File: src/hw/rtl/trmp_pkg.sv
// Package for the torque meter reply parser: result record, character codes,
// status and kind codes, and the prefix and power-of-ten lookup functions.
// No dependencies.
package trmp_pkg;

    typedef struct packed {
        logic [1:0]         status;
        logic [3:0]         kind;
        logic signed [31:0] first;
        logic signed [31:0] second;
        logic signed [31:0] intv;
        logic [6:0]         flags;
    } result_t;

    localparam logic [1:0] ST_OK      = 2'd0;
    localparam logic [1:0] ST_INVALID = 2'd1;
    localparam logic [1:0] ST_BUSY    = 2'd2;

    localparam logic [3:0] KIND_RD     = 4'd2;
    localparam logic [3:0] KIND_STATUS = 4'd3;
    localparam logic [3:0] KIND_RH     = 4'd4;
    localparam logic [3:0] KIND_RI     = 4'd5;
    localparam logic [3:0] KIND_RK     = 4'd7;
    localparam logic [3:0] KIND_W32    = 4'd8;
    localparam logic [3:0] KIND_W41    = 4'd9;
    localparam logic [3:0] KIND_COUNT  = 4'd11;

    localparam logic [1:0] FT_DEC = 2'd0;
    localparam logic [1:0] FT_INT = 2'd1;
    localparam logic [1:0] FT_UNS = 2'd2;

    localparam logic [7:0] CH_LF    = 8'h0A;
    localparam logic [7:0] CH_COMMA = 8'h2C;
    localparam logic [7:0] CH_DOT   = 8'h2E;
    localparam logic [7:0] CH_PLUS  = 8'h2B;
    localparam logic [7:0] CH_MINUS = 8'h2D;
    localparam logic [7:0] CH_ZERO  = 8'h30;
    localparam logic [7:0] CH_ONE   = 8'h31;
    localparam logic [7:0] CH_NINE  = 8'h39;
    localparam logic [7:0] CH_E     = 8'h45;
    localparam logic [7:0] CH_R     = 8'h52;
    localparam logic [7:0] CH_W     = 8'h57;

    localparam logic [7:0] TERM_RESET = 8'd13;

    function automatic logic [7:0] prefix_char(input logic [3:0] kind, input logic [1:0] idx);
        logic [7:0] c;
        c = 8'h00;
        if (kind >= KIND_W32) begin
            case (idx)
                2'd0: c = CH_W;
                2'd1: c = (kind == KIND_W32) ? 8'h33 : 8'h34;
                2'd2: c = (kind == KIND_W41) ? 8'h31 : 8'h32;
                default: c = 8'h00;
            endcase
        end else begin
            case (idx)
                2'd0: c = CH_R;
                2'd1:
                begin
                    case (kind)
                        4'd0: c = 8'h41;
                        4'd1: c = 8'h42;
                        4'd2: c = 8'h44;
                        4'd3: c = 8'h45;
                        4'd4: c = 8'h48;
                        4'd5: c = 8'h49;
                        4'd6: c = 8'h4A;
                        4'd7: c = 8'h4B;
                        default: c = 8'h00;
                    endcase
                end
                default: c = 8'h00;
            endcase
        end
        return c;
    endfunction

    function automatic logic [19:0] pow10(input logic [2:0] n);
        logic [19:0] p;
        case (n)
            3'd0: p = 20'd1;
            3'd1: p = 20'd10;
            3'd2: p = 20'd100;
            3'd3: p = 20'd1000;
            3'd4: p = 20'd10000;
            3'd5: p = 20'd100000;
            3'd6: p = 20'd1000000;
            default: p = 20'd0;
        endcase
        return p;
    endfunction

endpackage

File: src/hw/rtl/trmp_core.sv
// Line state and per-byte update of the torque meter reply parser.
// Depends on trmp_pkg; produces at most one result per accepted transaction.
module trmp_core #(
    parameter int LINE_MAX    = 64,
    parameter int FRAC_DIGITS = 3
) (
    input  logic                 clk,
    input  logic                 rst_n,
    input  logic                 go,
    input  logic                 func,
    input  logic [3:0]           reply_kind,
    input  logic [7:0]           rx_byte,
    input  logic [7:0]           term,
    output logic                 res_valid,
    output trmp_pkg::result_t    res
);
    import trmp_pkg::*;

    localparam int CW = $clog2(LINE_MAX);

    logic          armed_reg, armed_next;
    logic [3:0]    kind_reg, kind_next;
    logic [CW-1:0] cnt_reg, cnt_next;
    logic [1:0]    pp_reg, pp_next;
    logic [1:0]    fidx_reg, fidx_next;
    logic          neg_reg, neg_next;
    logic          digit_reg, digit_next;
    logic          dot_reg, dot_next;
    logic          started_reg, started_next;
    logic [2:0]    fc_reg, fc_next;
    logic [31:0]   acc_reg, acc_next;
    logic [31:0]   first_reg, first_next;
    logic [31:0]   second_reg, second_next;
    logic [6:0]    flags_reg, flags_next;
    logic          bad_reg, bad_next;
    logic [1:0]    erm_reg, erm_next;

    always_comb
    begin
        logic [1:0]    pl;
        logic [1:0]    total;
        logic [1:0]    ftype;
        logic          match;
        logic          partial;
        logic          bad_eff;
        logic [CW-1:0] ppos;
        logic [35:0]   sum;
        logic [35:0]   lim;
        logic [3:0]    d;
        logic [31:0]   sval;
        logic [6:0]    mx;
        logic          clear;

        armed_next   = armed_reg;
        kind_next    = kind_reg;
        cnt_next     = cnt_reg;
        pp_next      = pp_reg;
        fidx_next    = fidx_reg;
        neg_next     = neg_reg;
        digit_next   = digit_reg;
        dot_next     = dot_reg;
        started_next = started_reg;
        fc_next      = fc_reg;
        acc_next     = acc_reg;
        first_next   = first_reg;
        second_next  = second_reg;
        flags_next   = flags_reg;
        bad_next     = bad_reg;
        erm_next     = erm_reg;
        res_valid    = 1'b0;
        res          = '0;
        res.status   = ST_INVALID;
        res.kind     = kind_reg;
        clear        = 1'b0;

        pl    = (kind_reg >= KIND_W32) ? 2'd3 : 2'd2;
        total = (kind_reg == KIND_RH) ? 2'd2 :
                ((kind_reg == KIND_RI || kind_reg == KIND_RK) ? 2'd3 : 2'd1);
        if (kind_reg == KIND_RD) begin
            ftype = FT_INT;
        end else if (kind_reg >= KIND_W32) begin
            ftype = FT_UNS;
        end else if ((kind_reg == KIND_RI || kind_reg == KIND_RK) && fidx_reg >= 2'd2) begin
            ftype = FT_INT;
        end else begin
            ftype = FT_DEC;
        end
        sval    = neg_reg ? (32'd0 - acc_reg) : acc_reg;
        partial = (pp_reg != 2'd0) && (pp_reg < pl);
        match   = ({{(CW-2){1'b0}}, pp_reg} == cnt_reg) && (pp_reg < pl) &&
                  (rx_byte == prefix_char(kind_reg, pp_reg));
        bad_eff = bad_reg || (partial && kind_reg != KIND_STATUS);
        ppos    = (partial && kind_reg == KIND_STATUS) ? cnt_reg
                  : cnt_reg - {{(CW-2){1'b0}}, pp_reg};
        lim     = neg_reg ? 36'h080000000 : 36'h07FFFFFFF;
        d       = rx_byte[3:0];
        sum     = '0;
        mx      = (kind_reg == KIND_W32) ? 7'd7 : ((kind_reg == KIND_W41) ? 7'd5 : 7'd99);

        if (go) begin
            if (!func) begin
                if (armed_reg) begin
                    res_valid  = 1'b1;
                    res.status = ST_BUSY;
                    res.kind   = reply_kind;
                end else if (reply_kind >= KIND_COUNT) begin
                    res_valid  = 1'b1;
                    res.kind   = reply_kind;
                end else begin
                    armed_next = 1'b1;
                    kind_next  = reply_kind;
                    clear      = 1'b1;
                end
            end else if (armed_reg && rx_byte != CH_LF) begin
                if (rx_byte == term) begin
                    res_valid  = 1'b1;
                    armed_next = 1'b0;
                    clear      = 1'b1;
                    if (!(bad_reg || erm_reg == 2'd2 || partial)) begin
                        if (kind_reg == KIND_STATUS) begin
                            if (cnt_reg - {{(CW-2){1'b0}}, pp_reg} == CW'(7)) begin
                                res.status = ST_OK;
                                res.flags  = flags_reg;
                            end
                        end else if (digit_reg && (fidx_reg + 2'd1 == total) &&
                                     !(ftype == FT_UNS && acc_reg > {25'd0, mx})) begin
                            res.status = ST_OK;
                            if (kind_reg == KIND_RD) begin
                                res.intv = sval;
                            end else if (kind_reg == KIND_RH) begin
                                res.first  = first_reg;
                                res.second = sval;
                            end else if (kind_reg == KIND_RI || kind_reg == KIND_RK) begin
                                res.first  = first_reg;
                                res.second = second_reg;
                                res.intv   = sval;
                            end else begin
                                res.first = sval;
                            end
                        end
                    end
                end else if ({1'b0, cnt_reg} + (CW+1)'(1) >= (CW+1)'(LINE_MAX)) begin
                    res_valid = 1'b1;
                    clear     = 1'b1;
                end else begin
                    cnt_next = cnt_reg + CW'(1);
                    if (cnt_reg == '0) begin
                        erm_next = (rx_byte == CH_E) ? 2'd1 : 2'd3;
                    end else if (cnt_reg == CW'(1)) begin
                        erm_next = (erm_reg == 2'd1 && rx_byte == CH_R) ? 2'd2 : 2'd3;
                    end else begin
                        erm_next = 2'd3;
                    end
                    if (match) begin
                        pp_next = pp_reg + 2'd1;
                    end else begin
                        if (partial) begin
                            if (kind_reg == KIND_STATUS) begin
                                pp_next = 2'd0;
                            end else begin
                                bad_next = 1'b1;
                            end
                        end
                        if (kind_reg == KIND_STATUS) begin
                            if (ppos < CW'(7) && rx_byte == CH_ONE) begin
                                flags_next[ppos[2:0]] = 1'b1;
                            end
                        end else if (!bad_eff) begin
                            if (rx_byte == CH_COMMA) begin
                                if (!digit_reg || fidx_reg + 2'd1 >= total) begin
                                    bad_next = 1'b1;
                                end else begin
                                    if (fidx_reg == 2'd0) begin
                                        first_next = sval;
                                    end else begin
                                        second_next = sval;
                                    end
                                    fidx_next    = fidx_reg + 2'd1;
                                    neg_next     = 1'b0;
                                    digit_next   = 1'b0;
                                    dot_next     = 1'b0;
                                    started_next = 1'b0;
                                    fc_next      = 3'd0;
                                    acc_next     = 32'd0;
                                end
                            end else if (rx_byte >= CH_ZERO && rx_byte <= CH_NINE) begin
                                if (ftype == FT_DEC && dot_reg) begin
                                    if (int'(fc_reg) < FRAC_DIGITS) begin
                                        sum = {4'd0, acc_reg} + 36'(d * pow10(3'(FRAC_DIGITS
                                              - int'(fc_reg) - 1)));
                                        acc_next = (sum > lim) ? lim[31:0] : sum[31:0];
                                        fc_next  = fc_reg + 3'd1;
                                    end
                                end else begin
                                    if (ftype == FT_DEC) begin
                                        sum = {acc_reg, 3'd0} + {3'd0, acc_reg, 1'b0}
                                              + 36'(d * pow10(3'(FRAC_DIGITS)));
                                    end else begin
                                        sum = {acc_reg, 3'd0} + {3'd0, acc_reg, 1'b0}
                                              + {32'd0, d};
                                    end
                                    acc_next = (sum > lim) ? lim[31:0] : sum[31:0];
                                end
                                digit_next   = 1'b1;
                                started_next = 1'b1;
                            end else if (rx_byte == CH_PLUS || rx_byte == CH_MINUS) begin
                                if (started_reg || ftype == FT_UNS) begin
                                    bad_next = 1'b1;
                                end else begin
                                    started_next = 1'b1;
                                    neg_next     = (rx_byte == CH_MINUS);
                                end
                            end else if (rx_byte == CH_DOT) begin
                                if (ftype != FT_DEC || dot_reg) begin
                                    bad_next = 1'b1;
                                end else begin
                                    dot_next     = 1'b1;
                                    started_next = 1'b1;
                                end
                            end else begin
                                bad_next = 1'b1;
                            end
                        end
                    end
                end
            end
        end

        if (clear) begin
            cnt_next     = '0;
            pp_next      = 2'd0;
            fidx_next    = 2'd0;
            neg_next     = 1'b0;
            digit_next   = 1'b0;
            dot_next     = 1'b0;
            started_next = 1'b0;
            fc_next      = 3'd0;
            acc_next     = 32'd0;
            first_next   = 32'd0;
            second_next  = 32'd0;
            flags_next   = 7'd0;
            bad_next     = 1'b0;
            erm_next     = 2'd0;
        end
    end

    always_ff @(posedge clk or negedge rst_n)
    begin
        if (!rst_n) begin
            armed_reg   <= 1'b0;
            kind_reg    <= 4'd0;
            cnt_reg     <= '0;
            pp_reg      <= 2'd0;
            fidx_reg    <= 2'd0;
            neg_reg     <= 1'b0;
            digit_reg   <= 1'b0;
            dot_reg     <= 1'b0;
            started_reg <= 1'b0;
            fc_reg      <= 3'd0;
            acc_reg     <= 32'd0;
            first_reg   <= 32'd0;
            second_reg  <= 32'd0;
            flags_reg   <= 7'd0;
            bad_reg     <= 1'b0;
            erm_reg     <= 2'd0;
        end else begin
            armed_reg   <= armed_next;
            kind_reg    <= kind_next;
            cnt_reg     <= cnt_next;
            pp_reg      <= pp_next;
            fidx_reg    <= fidx_next;
            neg_reg     <= neg_next;
            digit_reg   <= digit_next;
            dot_reg     <= dot_next;
            started_reg <= started_next;
            fc_reg      <= fc_next;
            acc_reg     <= acc_next;
            first_reg   <= first_next;
            second_reg  <= second_next;
            flags_reg   <= flags_next;
            bad_reg     <= bad_next;
            erm_reg     <= erm_next;
        end
    end

`ifndef NO_ASSERTIONS
    a_armed_kind: assert property (@(posedge clk) disable iff (!rst_n)
        armed_reg |-> kind_reg < KIND_COUNT)
        else $error("Armed with an unknown reply kind.");
    a_busy_armed: assert property (@(posedge clk) disable iff (!rst_n)
        (res_valid && res.status == ST_BUSY) |-> armed_reg)
        else $error("Busy result while idle.");
    a_term_disarm: assert property (@(posedge clk) disable iff (!rst_n)
        (go && func && armed_reg && rx_byte == term && rx_byte != CH_LF) |=> !armed_reg)
        else $error("Terminator did not disarm.");
`endif

endmodule

File: src/hw/rtl/torque_meter_reply_parser_top.sv
// Top level of the torque meter reply parser: terminator register, parser
// core and a two-entry result queue. Depends on trmp_pkg and trmp_core.
//
// Channel  Direction  Handshake           Payload
// in       to block   in_valid/in_stall   func, reply_kind, rx_byte
// out      from block out_valid/out_stall result_status ... status_flags
// cfg      to block   cfg_valid/cfg_ready cfg_data (line terminator)
//
// Each transaction is handled as it is taken and its result is registered in
// the output register or the skid entry, which hold one result each. One input
// transaction is taken every cycle while in_stall is low; in_stall rises only
// when both are occupied. Reset sets the block idle and the terminator to 13.
module torque_meter_reply_parser_top #(
    parameter int LINE_MAX    = 64,
    parameter int FRAC_DIGITS = 3
) (
    input  logic               clk,
    input  logic               rst_n,
    input  logic               in_valid,
    output logic               in_stall,
    input  logic               func,
    input  logic [3:0]         reply_kind,
    input  logic [7:0]         rx_byte,
    output logic               out_valid,
    input  logic               out_stall,
    output logic [1:0]         result_status,
    output logic [3:0]         result_kind,
    output logic signed [31:0] first_value,
    output logic signed [31:0] second_value,
    output logic signed [31:0] int_value,
    output logic [6:0]         status_flags,
    input  logic               cfg_valid,
    output logic               cfg_ready,
    input  logic [7:0]         cfg_data
);
    import trmp_pkg::*;

    logic    [7:0] term_reg;
    logic          out_valid_reg;
    logic          skid_valid_reg;
    result_t       out_data_reg;
    result_t       skid_data_reg;
    logic          res_valid;
    result_t       res;
    logic          go;
    logic          slot_free;

    assign cfg_ready = 1'b1;
    assign in_stall  = skid_valid_reg;
    assign go        = in_valid && !skid_valid_reg;
    assign slot_free = !out_valid_reg || !out_stall;

    trmp_core #(
        .LINE_MAX    (LINE_MAX),
        .FRAC_DIGITS (FRAC_DIGITS)
    ) u_core (
        .clk        (clk),
        .rst_n      (rst_n),
        .go         (go),
        .func       (func),
        .reply_kind (reply_kind),
        .rx_byte    (rx_byte),
        .term       (term_reg),
        .res_valid  (res_valid),
        .res        (res)
    );

    always_ff @(posedge clk or negedge rst_n)
    begin
        if (!rst_n) begin
            term_reg       <= TERM_RESET;
            out_valid_reg  <= 1'b0;
            skid_valid_reg <= 1'b0;
        end else begin
            if (cfg_valid) begin
                term_reg <= cfg_data;
            end
            if (slot_free) begin
                if (skid_valid_reg) begin
                    out_valid_reg  <= 1'b1;
                    skid_valid_reg <= res_valid;
                end else begin
                    out_valid_reg <= res_valid;
                end
            end else if (res_valid) begin
                skid_valid_reg <= 1'b1;
            end
        end
    end

    always_ff @(posedge clk)
    begin
        if (slot_free) begin
            if (skid_valid_reg) begin
                out_data_reg  <= skid_data_reg;
                skid_data_reg <= res;
            end else begin
                out_data_reg <= res;
            end
        end else if (res_valid) begin
            skid_data_reg <= res;
        end
    end

    assign out_valid     = out_valid_reg;
    assign result_status = out_data_reg.status;
    assign result_kind   = out_data_reg.kind;
    assign first_value   = out_data_reg.first;
    assign second_value  = out_data_reg.second;
    assign int_value     = out_data_reg.intv;
    assign status_flags  = out_data_reg.flags;

`ifndef NO_ASSERTIONS
    a_skid_order: assert property (@(posedge clk) disable iff (!rst_n)
        skid_valid_reg |-> out_valid_reg)
        else $error("Skid entry holds a result ahead of the output register.");
    a_hold: assert property (@(posedge clk) disable iff (!rst_n)
        (out_valid_reg && out_stall) |=> out_valid_reg)
        else $error("Stalled result was dropped.");
    a_drain: assert property (@(posedge clk) disable iff (!rst_n)
        (skid_valid_reg && !out_stall) |=> out_valid_reg)
        else $error("Skid entry was lost.");
    a_status: assert property (@(posedge clk) disable iff (!rst_n)
        out_valid_reg |-> (result_status != 2'd3))
        else $error("Unknown result status.");
`endif

endmodule
File: config.mk
export PLATFORM = sky130hd
export DESIGN_NAME = torque_meter_reply_parser_top
export DESIGN_NICKNAME = d
export VERILOG_FILES = /design/src/hw/rtl/trmp_pkg.sv /design/src/hw/rtl/trmp_core.sv /design/src/hw/rtl/torque_meter_reply_parser_top.sv
export SDC_FILE = /design/constraint.sdc
export NUM_CORES = 1
export LEC_CHECK = 0
export ABC_AREA = 1
export BUFFER_PORTS_ARGS = -buffer_cell sky130_fd_sc_hd__buf_2
export CORE_UTILIZATION = 40
export CTS_BUF_LIST = sky130_fd_sc_hd__clkbuf_4
export DETAILED_ROUTE_END_ITERATION = 7
export PLACE_DENSITY = 0.52
export SKIP_LAST_GASP = 1
export SLEW_MARGIN = 20
export SYNTH_ARGS = -nofsm -noshare
export SYNTH_HDL_FRONTEND = slang
export SYNTH_SLANG_ARGS = --single-unit
File: constraint.sdc
create_clock -name clk -period 12.9 [get_ports clk]
set_input_delay 2.58 -clock clk [delete_from_list [all_inputs] [get_ports clk]]
set_output_delay 2.58 -clock clk [all_outputs]
set_load 0.02 [all_outputs]
# Word level (Yosys, flattened, before mapping)

Memories as Yosys holds them, arrays and structs flattened.
Cells that the tools add are included.

Bits in registers: 356
Bits in latches: 0
Memory bits (writable): 0
Bits in read-only memories: 32
Input bits: 26
Output and inout port bits: 112
Logic and storage cells: 448
Memories: 1

Memories:

| name             | depth | width | read ports | clocked after Yosys merged registers in | wr ports | line           | source |
|---|---|---|---|---|---|---|---|
| (name not given) | 8     | 4     | 1          | 0                                       | 0        | trmp_pkg.sv:61 | `case (kind)` |

$add $sub $neg: 13
$mul: 2
Divide/modulo/power cells: 0
$lt $le $gt $ge: 15
Equality and inequality tests: 51
Shift-type cells: 0
Muxes and demuxes: 262
Bitwise logic cells: 4
Reduce and logical (&&, ||, !) cells: 69

Operators by type and width:

| operator                                            | count |
|---|---|
| 2-to-1 mux 32 bit                                   | 45 |
| 2-to-1 mux 109 bit                                  | 5 |
| 2-to-1 mux 36 bit                                   | 12 |
| 2-to-1 mux 103 bit                                  | 4 |
| 2-to-1 mux 20 bit                                   | 12 |
| 2-to-1 mux 64 bit                                   | 3 |
| 2-to-1 mux 96 bit                                   | 2 |
| one-hot mux 20 bit (7 select lines)                 | 1 |
| 2-to-1 mux 1 bit                                    | 95 |
| 2-to-1 mux 7 bit                                    | 13 |
| 2-to-1 mux 2 bit                                    | 40 |
| > comparator 36 bit                                 | 2 |
| 2-to-1 mux 3 bit                                    | 15 |
| 2-to-1 mux 6 bit                                    | 7 |
| equality test 8 x 6 -> 1 bit, second input constant | 5 |
| adder 35 x 33 -> 36 bit                             | 1 |
| adder 36 x 14 -> 36 bit                             | 1 |
| adder 36 x 4 -> 36 bit                              | 1 |
| AND reduction 12 bit                                | 3 |
| adder 32 x 24 -> 33 bit                             | 1 |
| AND reduction 11 bit                                | 3 |
| > comparator 32 x 7 -> 1 bit                        | 1 |
| subtractor 1 x 32 -> 32 bit, first input constant   | 1 |
| multiplier 4 x 20 -> 24 bit                         | 1 |
| 67 further kinds                                    | 142 |

# Logic depth before layout (Yosys ltp)

Depth after elaboration: 36
Depth in mapped cells: 45
Mapped depth without buffers: 43

# Hierarchy

From an unflattened synthesis, not the netlist that was laid out.

Cell total of the unflattened synthesis: 3804
Area, all modules: 27934.3 um^2

By module, submodules not included:

| module                        | times used | cells an instance | area an instance (um^2) | seq. area each (um^2) |
|---|---|---|---|---|
| trmp_core                     | 1          | 3185              | 19532.5                 | 3203.1 |
| torque_meter_reply_parser_top | 1          | 619               | 8401.8                  | 6800.3 |

# Least setup slack after synthesis

Ideal clock, no wire load.

Path type: input port to flip-flop
Start: input port out_stall
End: register skid_data_reg[0] in the netlist's numbering (enable)
Setup time: 0.611 ns
Arrival time: 10.733 ns
Data required time: 12.289 ns
Path slack: 1.555 ns
Cell stages on the path: 2
Buffers on the path: 0
Cell sequence: nand2_1 a21oi_1

Cells in the longest elaborated chain, start to end: 4
Elaborated cells between the ends (all ways): 5
Those cells by class: 1 x eq/ne; 4 x reduce/logical

RTL lines:

| item                                                                         | line                                 | source |
|---|---|---|
| from (decl)                                                                  | torque_meter_reply_parser_top.sv:25  | `input logic out_stall,` |
| logical NOT 1 bit *                                                          | torque_meter_reply_parser_top.sv:51  | `assign slot_free = !out_valid_reg \|\| !out_stall;` |
| logical OR 1 bit *                                                           | torque_meter_reply_parser_top.sv:51  |  |
| inequality test 2 bit (no source line) or nonzero test 2 bit (tied branches) | --                                   |  |
| AND reduction 2 bit (no source line) *                                       | --                                   |  |
| to (signal assigned)                                                         | torque_meter_reply_parser_top.sv:96  | `skid_data_reg <= res;` |
| to (signal assigned)                                                         | torque_meter_reply_parser_top.sv:101 | `skid_data_reg <= res;` |
| to (decl)                                                                    | torque_meter_reply_parser_top.sv:42  | `result_t skid_data_reg;` |

Every way passes the cells marked *; elsewhere a longest branch is shown, timed or not.
A chain may end at the register's enable or synchronous reset.

# Worst setup path after layout

Start: input port rx_byte[3]
End: register u_core.acc_reg[17]

Cells in the longest elaborated chain, start to end: 28
Elaborated cells between the ends (all ways): 59
Those cells by class: 3 x add/sub; 2 x mul; 4 x order compare; 11 x eq/ne; 31 x mux; 8 x reduce/logical

RTL lines:

| item                       | line                                | source |
|---|---|---|
| from (decl)                | torque_meter_reply_parser_top.sv:23 | `input logic [7:0] rx_byte,` |
| multiplier 4 x 7 -> 11 bit | trmp_core.sv:197                    | `+ 36'(d * pow10(3'(FRAC_DIGITS)));` |
| adder 36 x 14 -> 36 bit    | trmp_core.sv:197                    |  |
| 2-to-1 mux 36 bit          | trmp_core.sv:195                    | `if (ftype == FT_DEC) begin` |
| 2-to-1 mux 36 bit          | trmp_core.sv:187                    | `if (ftype == FT_DEC && dot_reg) begin` |
| 2-to-1 mux 36 bit          | trmp_core.sv:186                    | `end else if (rx_byte >= CH_ZERO && rx_byte <= CH_NINE) begin` |
| 2-to-1 mux 36 bit          | trmp_core.sv:169                    | `if (rx_byte == CH_COMMA) begin` |
| 2-to-1 mux 36 bit          | trmp_core.sv:168                    | `end else if (!bad_eff) begin` |
| 2-to-1 mux 36 bit          | trmp_core.sv:164                    | `if (kind_reg == KIND_STATUS) begin` |
| [... 12 more ...]          | --                                  |  |
| 2-to-1 mux 32 bit          | trmp_core.sv:164                    |  |
| 2-to-1 mux 32 bit          | trmp_core.sv:154                    | `if (match) begin` |
| 2-to-1 mux 32 bit          | trmp_core.sv:142                    | `end else if ({1'b0, cnt_reg} + (CW+1)'(1) >= (CW+1)'(LINE_MAX)) begin` |
| 2-to-1 mux 32 bit          | trmp_core.sv:115                    | `if (rx_byte == term) begin` |
| 2-to-1 mux 32 bit          | trmp_core.sv:114                    | `end else if (armed_reg && rx_byte != CH_LF) begin` |
| 2-to-1 mux 32 bit          | trmp_core.sv:101                    | `if (!func) begin` |
| 2-to-1 mux 32 bit          | trmp_core.sv:100                    | `if (go) begin` |
| 2-to-1 mux 32 bit          | trmp_core.sv:229                    | `if (clear) begin` |
| to (signal assigned)       | trmp_core.sv:277                    | `acc_reg <= acc_next;` |
| to (decl)                  | trmp_core.sv:31                     | `logic [31:0] acc_reg, acc_next;` |

Parallel ways exist; a longest one is shown, timed or not. The select of a mux whose other input is x is not followed.

==> metrics.yaml <==
antenna_found_initial: 2
drtIter0Drc: 1485
setup_viol: 0
period_share_pct: 80.4
ys.flop_type: "edfxtp_1"
min_period_ns: 10.37
portBuffers: 136
synthesis.nets: 3881
grt_max_degree: 95
die_x_um: 263
netlist_top_cells_area: "edfxtp_1, nand2_1, dfrtp_1, ha_1, inv_1"
drive_gt1_share_pct: 11.3
yosysWarnings: 0
finClkSkew_ns: 0.0862
dr_wl_met2_mm: 35.7
crit_type: "input port to flop"
switchingPower_mw: 3.59
path_buf_inv: 4
fmax_mhz: 96.4
globalplace.congestion: 0.915
worst_path_most_repeated_cell: "nand2_1"
hold-worst-slack_ns: 0.482
power.density_mw_per_mm2: 232
hold_violations: 0
met1_length_mm: 38.6
drt-pass1-iter-count: 8
cpLargestDelayFamily: "simple AND/OR/NAND/NOR gates"
cts_tree: "built"
grt_pass1_vias: 22800
fillers: 7024
largest_reg_flops: 109
hold_buffers: 0
routed_wl_mm: 79.0
synth-seq-cells: 356
place_area_mm2: 0.0287
syn_inst: 3599
final_area_mm2: 0.0300
maxCapViolCount: 0
synth_top_area_share_pct: 24.1
grt_setup_unrepaired: "no"
synth-edff-count: 218
area_growth_pct: 10.2
critPathCaptureType: "flop"
cp.required_ns: 13.65
cts_sinks: 356
p_int_mw: 3.38
core_mm2: 0.0672
clkLatencyLatePin_ns: 0.87
drtAntennaViolNets: 0
routed.top_layer: "met4"
fp.dieH_um: 263
synth.most_common_cell: "nand2_1"
p_clk_share_pct: 15.1
dr_wl_met3_mm: 3.18
cts-resized-gates: 0
fin_tns_setup_ns: 0
p_comb_share_pct: 62.5
io-pin-count: 138
ir_worst_vdd_mv: 0.187
syn-cell-area_mm2: 0.0272
netlist_top_cells_count: "nand2_1, inv_1, nor2_1"
cp_max_fo: 32
grtUsageTotal_pct: 22.9
finalNonFillerCells: 4697
numCtsBuffers: 93
cts_buffer_depth: 3
total_power_mw: 6.96
finalMaxSlewViolations: 0
root_buffer: "clkbuf_4"
drc: 0
critPathArrivalTime_ns: 11.11
post_cts_buffers: 0
startpoint_type: "input port"
place_hpwl_mm: 59.0
worst_path_max_delay_cell: "nand2_1"
pwr-share-seq_pct: 22.4
overflow: 0
sw_frac_of_total_pct: 51.5
power_leakage_nw: 14.8
synth_area_per_cell_um2: 7.56
ys_seq_area_share_pct: 36.8
vias_per_cell: 5.02
maxSlewHeadroom_pct: 32.0
run_status: "finished, final reports clean"
wire_per_inst_um: 16.8
num_rows: 95
ys_types: 64
worstMarginPinSlew_ns: 1.02
dp.cells: 4522
htree_levels: 3
path_clk_slew_ns: 0.06
vias: 23600
grt_pass1_wl_mm: 125
start_util_pct: 40.5
cpPeakStageDelay_ns: 0.96
final_nets: 4026
dieArea_mm2: 0.0690
yosys.area.top_type: "edfxtp_1"
synthArstFlopShare_pct: 38.8
hold_class: "flop to flop"
## stage by stage
stage / setup WS [ns] / utilization [%]
finish: 2.53 / 44.6
CTS: 2.53 / 44.6
global route: 1.96 / 44.6
global placement: 1.57 / 42.7
detailed placement: 1.66 / 42.7
floorplan: 1.56 / -
## worst reg2reg max path, delay by kind of cell (launching register included)
family | cells | cell delay (ns)
AO/OA/AOI/OAI | 3 | 0.84
flip-flops | 1 | 0.45
adder cells (fa/ha/maj) | 6 | 2.54
XOR/XNOR | 1 | 0.17
AND/OR/NAND/NOR | 17 | 5.00
buffers and inverters | 4 | 0.30
## routing by layer
layer / vias up / track usage (%)
li1: 12000 / -
met1: 11000 / 32.3
met2: 496 / 36.8
met3: 81 / 2.75
met4: 0 / 6.38
met5: - / 0
## area by class of cell
class | instances | area (µm²) | share of cell area [%]
inverter | 533 | 2000 | 6.69
sequential | 356 | 10000 | 33.4
tap | 873 | 1090 | 3.65
timing repair buffer | 155 | 830 | 2.77
clock inverter | 19 | 136 | 0.455
antenna | 5 | 12.5 | 0.0418
multi-input combinational | 2605 | 14700 | 49.2
clock buffer | 151 | 1130 | 3.78
## cells by family after synthesis
group | Yosys count | share of synthesized area, %
other | 1 | 0.0138
AOI/OAI and AO/OA | 535 | 10.8
buffers and inverters | 638 | 9.15
muxes | 6 | 0.221
DFF | 356 | 36.8
adders and majority gates | 256 | 13.5
and+or+nand+nor | 1714 | 26.6
xor gates and xnor gates | 93 | 3.00
## cell usage in the layout (no fill, tap or decap), types with 9 or more instances in the layout
cell type,n
a211oi_1,9
a21o_1,9
a21oi_1,134
a31oi_1,23
buf_2,135
buf_4,19
clkbuf_4,151
clkinv_1,16
dfrtp_1,133
edfxtp_1,218
fa_1,61
ha_1,195
inv_1,512
inv_2,16
nand2_1,965
nand2_2,31
nand3_1,184
nand3_2,12
nand4_1,50
nor2_1,365
nor2_2,15
nor3_1,38
nor4_1,14
o211ai_1,11
o21ai_0,271
o21ai_1,35
o21bai_1,11
or2_2,15
xnor2_1,23
xor2_1,70
## power by group through the flow
stage | Combinational [mW] | Clock [mW] | Sequential [mW]
after floorplan | 3.17 | 0 | 1.58
after global placement | 4.34 | 0 | 1.58
after detailed placement | 4.32 | 0 | 1.58
after CTS | 4.35 | 1.09 | 1.56
after global routing | 4.99 | 1.14 | 1.59
final | 4.35 | 1.05 | 1.56
## path summary, 6_finish.rpt
path	start	cells past startpoint	to	slack [ns]
min	u_core.second_reg[0]	2	u_core.second_reg[0]	0.48
min reg2reg	u_core.second_reg[0]	2	u_core.second_reg[0]	0.48
max in group asynchronous	rst_n	2	u_core.fidx_reg[0]	9.65
min in group asynchronous	rst_n	1	term_reg[7]	1.74
max reg2reg	u_core.fc_reg[0]	31	u_core.acc_reg[17]	3.47
max	rx_byte[3]	27	u_core.acc_reg[17]	2.53
Power figures use the tool's default switching activity.
